===== config.mk =====
export PLATFORM = sky130hd
export DESIGN_NAME = priority_ready_queue
export DESIGN_NICKNAME = d
export VERILOG_FILES = /design/src/rtl/core/prq_pkg.sv /design/src/rtl/core/prq_cell.sv /design/src/rtl/core/priority_ready_queue.sv
export SDC_FILE = /design/constraint.sdc
export NUM_CORES = 1
export LEC_CHECK = 0
export BUFFER_PORTS_ARGS = -buffer_cell sky130_fd_sc_hd__buf_2
export CORE_MARGIN = 1
export CORE_UTILIZATION = 35
export CTS_CLUSTER_DIAMETER = 150
export DETAILED_ROUTE_END_ITERATION = 12
export GPL_TIMING_DRIVEN = 0
export HOLD_SLACK_MARGIN = 0.06
export PLACE_DENSITY = 0.54
export SETUP_SLACK_MARGIN = 0.05
export SYNTH_ARGS = -nofsm -noshare
export SYNTH_HDL_FRONTEND = slang
export SYNTH_SLANG_ARGS = --single-unit

===== constraint.sdc =====
create_clock -name clk_i -period 9.5 [get_ports clk_i]
set_input_delay 0.95 -clock clk_i [delete_from_list [all_inputs] [get_ports clk_i]]
set_output_delay 0.95 -clock clk_i [all_outputs]
set_load 0.005 [all_outputs]

===== src/rtl/core/prq_pkg.sv =====
// Shared types and constants for the priority ready queue.
// Used by prq_cell and priority_ready_queue; depends on nothing.
package prq_pkg;

  localparam int QUEUE_DEPTH   = 16;
  localparam int PRIORITY_BITS = 8;

  localparam int ID_W   = 4;
  localparam int PRIO_W = PRIORITY_BITS;
  localparam int CNT_W  = $clog2(QUEUE_DEPTH + 1);
  localparam int CMD_W  = 2;
  localparam int STAT_W = 2;

  // Packed stream widths, padded to whole bytes
  localparam int S_DATA_RAW = ID_W + PRIO_W;
  localparam int S_DATA_W   = ((S_DATA_RAW + 7) / 8) * 8;
  localparam int M_DATA_RAW = ID_W + PRIO_W + 1 + ID_W + CNT_W;
  localparam int M_DATA_W   = ((M_DATA_RAW + 7) / 8) * 8;
  localparam int S_USER_W   = 8;
  localparam int M_USER_W   = 8;

  typedef enum logic [CMD_W-1:0] {
    CMD_INSERT    = 2'd0,
    CMD_POP_HEAD  = 2'd1,
    CMD_REMOVE_ID = 2'd2,
    CMD_NOP       = 2'd3
  } prq_cmd_e;

  typedef enum logic [STAT_W-1:0] {
    ST_OK     = 2'd0,
    ST_MISS   = 2'd1,
    ST_REJECT = 2'd2
  } prq_status_e;

  typedef enum logic [1:0] {
    OP_HOLD   = 2'd0,
    OP_INSERT = 2'd1,
    OP_REMOVE = 2'd2
  } prq_op_e;

  typedef struct packed {
    logic [ID_W-1:0]   id;
    logic [PRIO_W-1:0] prio;
  } prq_entry_t;

  // Broadcast to every cell of the chain
  typedef struct packed {
    prq_op_e    op;
    logic       head_rm;
    logic       id_rm;
    prq_entry_t key;
  } prq_ctrl_t;

endpackage


===== src/rtl/core/prq_cell.sv =====
// One slot of the sorted queue: holds an entry and compares it with the key.
// Depends on prq_pkg; chained by priority_ready_queue.
module prq_cell (
  input  logic                clk_i,
  input  prq_pkg::prq_ctrl_t  ctrl_i,
  input  logic                valid_i,
  input  prq_pkg::prq_entry_t left_i,
  input  prq_pkg::prq_entry_t right_i,
  input  logic                ins_prev_i,
  output logic                ins_o,
  input  logic                rem_prev_i,
  output logic                rem_o,
  input  logic                dup_prev_i,
  output logic                dup_o,
  input  prq_pkg::prq_entry_t rmv_prev_i,
  output prq_pkg::prq_entry_t rmv_o,
  output prq_pkg::prq_entry_t entry_o,
  output prq_pkg::prq_entry_t next_o
);

  prq_pkg::prq_entry_t entry_q, entry_d;
  logic                match;

  // Compare the held entry with the key
  assign match = valid_i && (entry_q.id == ctrl_i.key.id);
  assign ins_o = !valid_i || (ctrl_i.key.prio > entry_q.prio);
  assign rem_o = rem_prev_i || ctrl_i.head_rm || (ctrl_i.id_rm && match);
  assign dup_o = dup_prev_i || match;

  // Pass the removed entry along; only the first removal point adds its own
  assign rmv_o = (rem_o && !rem_prev_i) ? (rmv_prev_i | entry_q) : rmv_prev_i;

  // Shift right to open a gap, or shift left to close one
  always_comb begin
    entry_d = entry_q;
    unique case (ctrl_i.op)
      prq_pkg::OP_INSERT: begin
        if (ins_prev_i) begin
          entry_d = left_i;
        end else if (ins_o) begin
          entry_d = ctrl_i.key;
        end
      end
      prq_pkg::OP_REMOVE: begin
        if (rem_o) begin
          entry_d = right_i;
        end
      end
      default: entry_d = entry_q;
    endcase
  end

  always_ff @(posedge clk_i) begin
    entry_q <= entry_d;
  end

  assign entry_o = entry_q;
  assign next_o  = entry_d;

endmodule


===== src/rtl/core/priority_ready_queue.sv =====
// Priority ready queue: a row of slot cells kept in descending priority order.
// Each command word's result word is registered in the output register at acceptance.
// Throughput: one command per cycle while the output register is free or drained;
// the cell row shifts at once, and the remove point is found by a carry chain through all slots.
// Reset clears the entry count and the output valid flag; slot contents are
// not cleared, since only slots below the count are ever read.
// Depends on prq_pkg and prq_cell.
module priority_ready_queue (
  input  logic                          clk_i,
  input  logic                          rst_ni,
  input  logic                          s_axis_tvalid,
  output logic                          s_axis_tready,
  // tdata: proc_id, new_priority (from the lowest bit up), zero padded
  input  logic [prq_pkg::S_DATA_W-1:0]  s_axis_tdata,
  // tuser: cmd, zero padded
  input  logic [prq_pkg::S_USER_W-1:0]  s_axis_tuser,
  output logic                          m_axis_tvalid,
  input  logic                          m_axis_tready,
  // tdata: removed_id, removed_priority, head_valid, head_id, queue_count
  output logic [prq_pkg::M_DATA_W-1:0]  m_axis_tdata,
  // tuser: status, zero padded
  output logic [prq_pkg::M_USER_W-1:0]  m_axis_tuser
);

  localparam int D = prq_pkg::QUEUE_DEPTH;

  logic                              accept;
  prq_pkg::prq_cmd_e                 cmd;
  prq_pkg::prq_entry_t               key;
  prq_pkg::prq_ctrl_t                ctrl;
  logic [prq_pkg::CNT_W-1:0]         count_q, count_d;
  logic                              full, empty;
  prq_pkg::prq_status_e              status;
  prq_pkg::prq_entry_t               removed;

  logic                              ins_c [D+1];
  logic                              rem_c [D+1];
  logic                              dup_c [D+1];
  prq_pkg::prq_entry_t               rmv_c [D+1];
  prq_pkg::prq_entry_t               entry [D];
  prq_pkg::prq_entry_t               next  [D];

  logic                              out_valid_q;
  logic [prq_pkg::M_DATA_W-1:0]      out_data_q, out_data_d;
  logic [prq_pkg::M_USER_W-1:0]      out_user_q, out_user_d;

  // Take a word whenever the output register is free or being drained
  assign s_axis_tready = !out_valid_q || m_axis_tready;
  assign accept        = s_axis_tvalid && s_axis_tready;

  // Unpack the command word
  assign cmd      = prq_pkg::prq_cmd_e'(s_axis_tuser[prq_pkg::CMD_W-1:0]);
  assign key.id   = s_axis_tdata[prq_pkg::ID_W-1:0];
  assign key.prio = s_axis_tdata[prq_pkg::ID_W +: prq_pkg::PRIO_W];

  assign full  = (count_q == prq_pkg::CNT_W'(D));
  assign empty = (count_q == '0);

  // Decide the operation broadcast to the cells
  always_comb begin
    ctrl.key     = key;
    ctrl.head_rm = (cmd == prq_pkg::CMD_POP_HEAD);
    ctrl.id_rm   = (cmd == prq_pkg::CMD_REMOVE_ID);
    ctrl.op      = prq_pkg::OP_HOLD;
    status       = prq_pkg::ST_OK;
    count_d      = count_q;
    unique case (cmd)
      prq_pkg::CMD_INSERT: begin
        if (full || dup_c[D]) begin
          status = prq_pkg::ST_REJECT;
        end else begin
          ctrl.op = accept ? prq_pkg::OP_INSERT : prq_pkg::OP_HOLD;
          count_d = count_q + 1'b1;
        end
      end
      prq_pkg::CMD_POP_HEAD: begin
        if (empty) begin
          status = prq_pkg::ST_MISS;
        end else begin
          ctrl.op = accept ? prq_pkg::OP_REMOVE : prq_pkg::OP_HOLD;
          count_d = count_q - 1'b1;
        end
      end
      prq_pkg::CMD_REMOVE_ID: begin
        if (!dup_c[D]) begin
          status = prq_pkg::ST_MISS;
        end else begin
          ctrl.op = accept ? prq_pkg::OP_REMOVE : prq_pkg::OP_HOLD;
          count_d = count_q - 1'b1;
        end
      end
      default: ctrl.op = prq_pkg::OP_HOLD;
    endcase
  end

  // Chain ends
  assign ins_c[0] = 1'b0;
  assign rem_c[0] = 1'b0;
  assign dup_c[0] = 1'b0;
  assign rmv_c[0] = '0;

  // Row of slot cells, head at slot 0
  for (genvar i = 0; i < D; i++) begin : g_cell
    prq_pkg::prq_entry_t left, right;
    logic                valid;

    assign valid = (prq_pkg::CNT_W'(i) < count_q);
    if (i == 0) begin : g_first
      assign left = key;
    end else begin : g_mid_l
      assign left = entry[i-1];
    end
    if (i == D - 1) begin : g_last
      assign right = entry[i];
    end else begin : g_mid_r
      assign right = entry[i+1];
    end

    prq_cell u_cell (
      .clk_i      (clk_i),
      .ctrl_i     (ctrl),
      .valid_i    (valid),
      .left_i     (left),
      .right_i    (right),
      .ins_prev_i (ins_c[i]),
      .ins_o      (ins_c[i+1]),
      .rem_prev_i (rem_c[i]),
      .rem_o      (rem_c[i+1]),
      .dup_prev_i (dup_c[i]),
      .dup_o      (dup_c[i+1]),
      .rmv_prev_i (rmv_c[i]),
      .rmv_o      (rmv_c[i+1]),
      .entry_o    (entry[i]),
      .next_o     (next[i])
    );
  end

  // Report the removed entry only for a remove that took place
  assign removed = ((cmd == prq_pkg::CMD_POP_HEAD || cmd == prq_pkg::CMD_REMOVE_ID)
                    && status == prq_pkg::ST_OK) ? rmv_c[D] : '0;

  // Pack the result word
  always_comb begin
    out_data_d = '0;
    out_data_d[prq_pkg::M_DATA_RAW-1:0] =
      {count_d,
       (count_d != '0) ? next[0].id : {prq_pkg::ID_W{1'b0}},
       (count_d != '0),
       removed.prio,
       removed.id};
    out_user_d = '0;
    out_user_d[prq_pkg::STAT_W-1:0] = status;
  end

  // Hold count and output register
  always_ff @(posedge clk_i or negedge rst_ni) begin
    if (!rst_ni) begin
      count_q     <= '0;
      out_valid_q <= 1'b0;
    end else begin
      if (accept) begin
        count_q     <= count_d;
        out_valid_q <= 1'b1;
      end else if (m_axis_tready) begin
        out_valid_q <= 1'b0;
      end
    end
  end

  always_ff @(posedge clk_i) begin
    if (accept) begin
      out_data_q <= out_data_d;
      out_user_q <= out_user_d;
    end
  end

  assign m_axis_tvalid = out_valid_q;
  assign m_axis_tdata  = out_data_q;
  assign m_axis_tuser  = out_user_q;

endmodule


==> results_tabular.tex <==
\begin{tabular}{lr}
\hline
Metric & Value \\
\hline
\multicolumn{2}{l}{\textbf{STA}} \\
Setup repair after global routing missed its margin & false \\
Final Setup Violations & 0 \\
Sum of negative setup slack & 0 ns \\
F\_max & 161 MHz \\
Transition time of the tightest slew-check pin & 1.35 ns \\
Relative max-transition margin & 0.0991 \\
Final hold violation count & 0 \\
Share of the clock period used by the worst path & 0.655 \\
Setup WS post-layout & 3.28 ns \\
Worst slack on hold paths & 0.212 ns \\
Fin. max-slew vios & 0 \\
Largest clock skew in the final design & 0.0167 ns \\
Min Clock Period, post-route & 6.22 ns \\
\multicolumn{2}{l}{\textbf{Run}} \\
Max-capacitance violation count & 0 \\
\multicolumn{2}{l}{\textbf{Logic synthesis}} \\
Post-Syn Area per Cell & 9.30 um\^{}2 \\
Count of synthesis-stage warnings from yosys & 0 \\
Share of synthesized flip-flops with an asynchronous set or reset & 0.0270 \\
Leading register cell type out of synthesis & sky130\_fd\_sc\_hd\_\_edfxtp\_1 \\
Portion of the post-synthesis area used by sequential elements & 0.384 \\
Number of enable-type register cells in the synthesized netlist & 212 \\
Synth Instances & 1847 \\
Number of synthesized register bits & 222 \\
Number of distinct standard cells referenced by the synthesized netlist & 78 \\
Syn Std Cell Area & 0.0172 mm\^{}2 \\
\multicolumn{2}{l}{\textbf{Clock tree}} \\
Number of H-tree levels & 1 \\
Post-cts resize count & 0 \\
Deepest clock path buffer count & 3 \\
CTS Sinks & 222 \\
Clock insertion delay at the later pin of the skew report & 0.57 ns \\
Clock tree from TritonCTS & done \\
Clock buffer count from CTS & 27 \\
Clk slew on worst S/H paths & 0.06 ns \\
Hold Buf Count CTS & 0 \\
Clock root buffer master & sky130\_fd\_sc\_hd\_\_clkbuf\_16 \\
Post-CTS setup-driven buffer insertion count & 0 \\
\multicolumn{2}{l}{\textbf{Placed design}} \\
\# placed instances & 2514 \\
Sum of net half-perimeters after detailed placement & 48.1 mm \\
Final weighted congestion of routability-driven global placement & 0.938 \\
I/O Buffers & 38 \\
Setup Slack @ Placement & 2.70 ns \\
\multicolumn{2}{l}{\textbf{Critical path}} \\
Worst Path Max Fanout & 16 \\
Worst path arrival time & 6.39 ns \\
Critical path capture point type & register \\
Critical path class & in2reg \\
Critical path launch point & s\_axis\_tdata[4] \\
Required time of the critical path & 9.67 ns \\
Worst R2R Start & count\_q[0] \\
Type of element launching the critical path & input pin \\
\multicolumn{2}{l}{\textbf{Power and ir drop}} \\
Register share of total power & 0.355 \\
Net switching fraction of the power & 0.413 \\
Part of the total power dissipated in the clock network & 0.220 \\
VDD IR-drop max & 0.122 mV \\
Psw & 1950 uW \\
Internal Power & 2770 uW \\
PD cells & 247 mW/mm\^{}2 \\
Relative contribution of combinational cells to total power & 0.425 \\
Leakage power & 0.00735 uW \\
\multicolumn{2}{l}{\textbf{Global route}} \\
Maximum number of pins on one net before global-route repair & 28 \\
Number of global-route vias before repair & 14609 \\
Aggregate global-route resource usage & 0.257 \\
Wire length of the first global-routing pass & 96.0 mm \\
Number of antenna violations at the first check in global routing & 1 \\
Total congestion overflow & 0 \\
\multicolumn{2}{l}{\textbf{Cells and area}} \\
Layout cell share with drive strength beyond 1 & 0.0976 \\
Layout area overhead & 11.4\% \\
Final net count & 2094 \\
Post-route insts no fill & 2562 \\
Number of diodes added for antenna fixing & 0 \\
\multicolumn{2}{l}{\textbf{Detailed routing}} \\
Mean number of vias per cell & 5.93 \\
Wire length per cell & 25.4 um \\
Total iterations of the first detailed-routing run & 6 \\
Routed vias & 15199 \\
Initial detailed-routing violation count & 2034 \\
Post-route ant nets & 0 \\
Number of remaining DRC errors & 0 \\
Total wirelength of the detailed-routed design & 65.0 mm \\
\multicolumn{2}{l}{\textbf{Run status}} \\
Status & complete, no violations \\
\multicolumn{2}{l}{\textbf{Floorplanning}} \\
Top-level I/O count & 62 \\
Floorplan core area & 0.0480 mm\^{}2 \\
Die area & 0.0500 mm\^{}2 \\
Die span in x & 224 um \\
Die extent in y & 224 um \\
Standard-cell rows & 80 \\
Effective utilization at floorplan & 0.358 \\
\multicolumn{2}{l}{\textbf{Min path}} \\
Hold WC Path Type & in2async \\
\hline
\end{tabular}
==> metrics by stage <==
| stage | utilization | total power (uW) | cell area [um^2] |
|---|---|---|---|
| global route | 0.398 | 4950 | 19100 |
| detailed placement | 0.380 | 3650 | 18300 |
| CTS | 0.398 | 4680 | 19100 |
| global placement | 0.378 | 3590 | 18200 |
| finish | 0.398 | 4720 | 19100 |
| floorplan | - | 2960 | 17200 |
==> logic make-up (layout without fill, tap and decap cells) <==
logic type | Yosys count | after routing | synth area share
AND/OR/NAND/NOR | 482 | 482 | 0.134
flip-flops | 222 | 222 | 0.384
other | 1 | 8 | 0.000218
adder cells (fa/ha/maj) | 138 | 138 | 0.100
AO/OA/AOI/OAI | 508 | 508 | 0.185
buffers and inverters | 267 | 360 | 0.0662
XOR/XNOR | 64 | 64 | 0.0331
multiplexers | 165 | 165 | 0.0975
==> cell usage after synthesis (5+ instances only) <==
cell type | number | area, um^2
sky130_fd_sc_hd__nor2b_1 | 14 | 87.6
sky130_fd_sc_hd__and3_1 | 16 | 100
sky130_fd_sc_hd__xnor2_1 | 50 | 438
sky130_fd_sc_hd__a221oi_1 | 32 | 280
sky130_fd_sc_hd__buf_2 | 12 | 60.1
sky130_fd_sc_hd__buf_6 | 11 | 124
sky130_fd_sc_hd__ha_1 | 138 | 1730
sky130_fd_sc_hd__or2_2 | 12 | 75.1
sky130_fd_sc_hd__a21oi_1 | 103 | 515
sky130_fd_sc_hd__mux2i_1 | 149 | 1490
sky130_fd_sc_hd__o21a_1 | 16 | 120
sky130_fd_sc_hd__nand2b_1 | 18 | 113
sky130_fd_sc_hd__mux2_2 | 14 | 158
sky130_fd_sc_hd__nand2_1 | 233 | 875
sky130_fd_sc_hd__a222oi_1 | 24 | 240
sky130_fd_sc_hd__buf_4 | 10 | 75.1
sky130_fd_sc_hd__nand4_1 | 21 | 131
sky130_fd_sc_hd__buf_1 | 6 | 22.5
sky130_fd_sc_hd__a211o_1 | 7 | 61.3
sky130_fd_sc_hd__edfxtp_1 | 212 | 6370
sky130_fd_sc_hd__dfrtp_1 | 6 | 150
sky130_fd_sc_hd__a31oi_1 | 26 | 163
sky130_fd_sc_hd__o21ai_0 | 210 | 1050
sky130_fd_sc_hd__clkbuf_1 | 91 | 342
sky130_fd_sc_hd__a21o_1 | 30 | 225
sky130_fd_sc_hd__a311oi_1 | 5 | 43.8
sky130_fd_sc_hd__nor3_2 | 6 | 60.1
sky130_fd_sc_hd__a211oi_1 | 5 | 37.5
sky130_fd_sc_hd__a22oi_1 | 20 | 150
sky130_fd_sc_hd__nor2_1 | 69 | 259
sky130_fd_sc_hd__inv_1 | 135 | 507
sky130_fd_sc_hd__nand3_1 | 48 | 240
sky130_fd_sc_hd__xor2_1 | 13 | 114
sky130_fd_sc_hd__nor3_1 | 8 | 40.0
==> area by class of cell <==
cell class,instances,area [um^2]
multi-input cells,1365,9540
clock buffers,31,691
plain buffers,130,623
well taps,615,769
repair buffers,45,243
inverters,137,514
clock inverters,17,168
flip-flops and latches,222,6600
fillers,4834,28900
==> worst max-delay path: stages <==
cell and delay [ns]:
sky130_fd_sc_hd__clkbuf_1 0.51, sky130_fd_sc_hd__clkbuf_1 0.81, sky130_fd_sc_hd__inv_1 0.91, sky130_fd_sc_hd__ha_1 0.51, sky130_fd_sc_hd__nor2b_1 0.11, sky130_fd_sc_hd__o21a_1 0.12, sky130_fd_sc_hd__o21ai_0 0.07, sky130_fd_sc_hd__nand2b_1 0.07
sky130_fd_sc_hd__a21oi_1 0.06, sky130_fd_sc_hd__o21ai_0 0.18, sky130_fd_sc_hd__a21o_1 0.13, sky130_fd_sc_hd__clkbuf_1 0.25, sky130_fd_sc_hd__buf_1 0.60, sky130_fd_sc_hd__nor2_1 0.16, sky130_fd_sc_hd__a21oi_1 0.95
==> worst paths after layout <==
kind | end | slack, ns | cells after the start
worst min register to register | m_axis_tvalid | 0.53 | 2
max in group asynchronous | count_q[3] | 9.11 | 1
worst max register to register | g_cell[1].u_cell.entry_o[7] | 3.97 | 15
worst max-delay path | g_cell[1].u_cell.entry_o[7] | 3.28 | 15
worst min-delay path | count_q[2] | 0.21 | 1
min in group clk_i | m_axis_tvalid | 0.53 | 2
==> metal layers <==
layer / global-route usage / vias to the layer above / routed length [um]
li1: - / 6916 / -
met1: 0.360 / 7392 / 28100
met2: 0.411 / 785 / 29100
met3: 0.0292 / 104 / 5590
met4: 0.0875 / 2 / 2240
met5: 0 / - / 10
==> registers in the layout (all words and copies together) (netlist names) <==
| signal | flops |
|---|---|
| m_axis_tvalid | 1 |
| m_axis_tuser | 2 |
| g_cell.u_cell.entry_o | 192 |
| m_axis_tdata | 22 |
| count_q | 5 |
==> layout by cell type (no fill, tap or decap), types with 5 or more instances in the layout <==
| cell | count |
|---|---|
| sky130_fd_sc_hd__o21ai_0 | 210 |
| sky130_fd_sc_hd__mux2_2 | 14 |
| sky130_fd_sc_hd__buf_1 | 6 |
| sky130_fd_sc_hd__a211o_1 | 7 |
| sky130_fd_sc_hd__conb_1 | 8 |
| sky130_fd_sc_hd__buf_2 | 50 |
| sky130_fd_sc_hd__xnor2_1 | 50 |
| sky130_fd_sc_hd__a21oi_1 | 103 |
| sky130_fd_sc_hd__a21o_1 | 30 |
| sky130_fd_sc_hd__clkinv_2 | 6 |
| sky130_fd_sc_hd__inv_1 | 135 |
| sky130_fd_sc_hd__clkbuf_16 | 27 |
| sky130_fd_sc_hd__nor3_2 | 6 |
| sky130_fd_sc_hd__buf_4 | 17 |
| sky130_fd_sc_hd__ha_1 | 138 |
| sky130_fd_sc_hd__nor2_1 | 69 |
| sky130_fd_sc_hd__a22oi_1 | 20 |
| sky130_fd_sc_hd__dfrtp_1 | 6 |
| sky130_fd_sc_hd__nor2b_1 | 14 |
| sky130_fd_sc_hd__clkbuf_1 | 95 |
| sky130_fd_sc_hd__nor3_1 | 8 |
| sky130_fd_sc_hd__a222oi_1 | 24 |
| sky130_fd_sc_hd__xor2_1 | 13 |
| sky130_fd_sc_hd__or2_2 | 12 |
| sky130_fd_sc_hd__mux2i_1 | 149 |
| sky130_fd_sc_hd__and3_1 | 16 |
| sky130_fd_sc_hd__o21a_1 | 16 |
| sky130_fd_sc_hd__nand4_1 | 21 |
| sky130_fd_sc_hd__nand2_1 | 233 |
| sky130_fd_sc_hd__nand3_1 | 48 |
| sky130_fd_sc_hd__nand2b_1 | 18 |
| sky130_fd_sc_hd__a311oi_2 | 5 |
| sky130_fd_sc_hd__a31oi_1 | 23 |
| sky130_fd_sc_hd__buf_6 | 11 |
| sky130_fd_sc_hd__a221oi_1 | 31 |
| sky130_fd_sc_hd__edfxtp_1 | 212 |
==> power by group through the flow <==
stage | Clock (uW) | Combinational, uW | Sequential (uW)
finish | 1040 | 2000 | 1680
global route | 1080 | 2180 | 1690
CTS | 1050 | 1970 | 1670
detailed placement | 0 | 1960 | 1680
global placement | 0 | 1900 | 1690
floorplan | 0 | 1410 | 1550
Note: power is estimated with default switching activity, not from simulation.
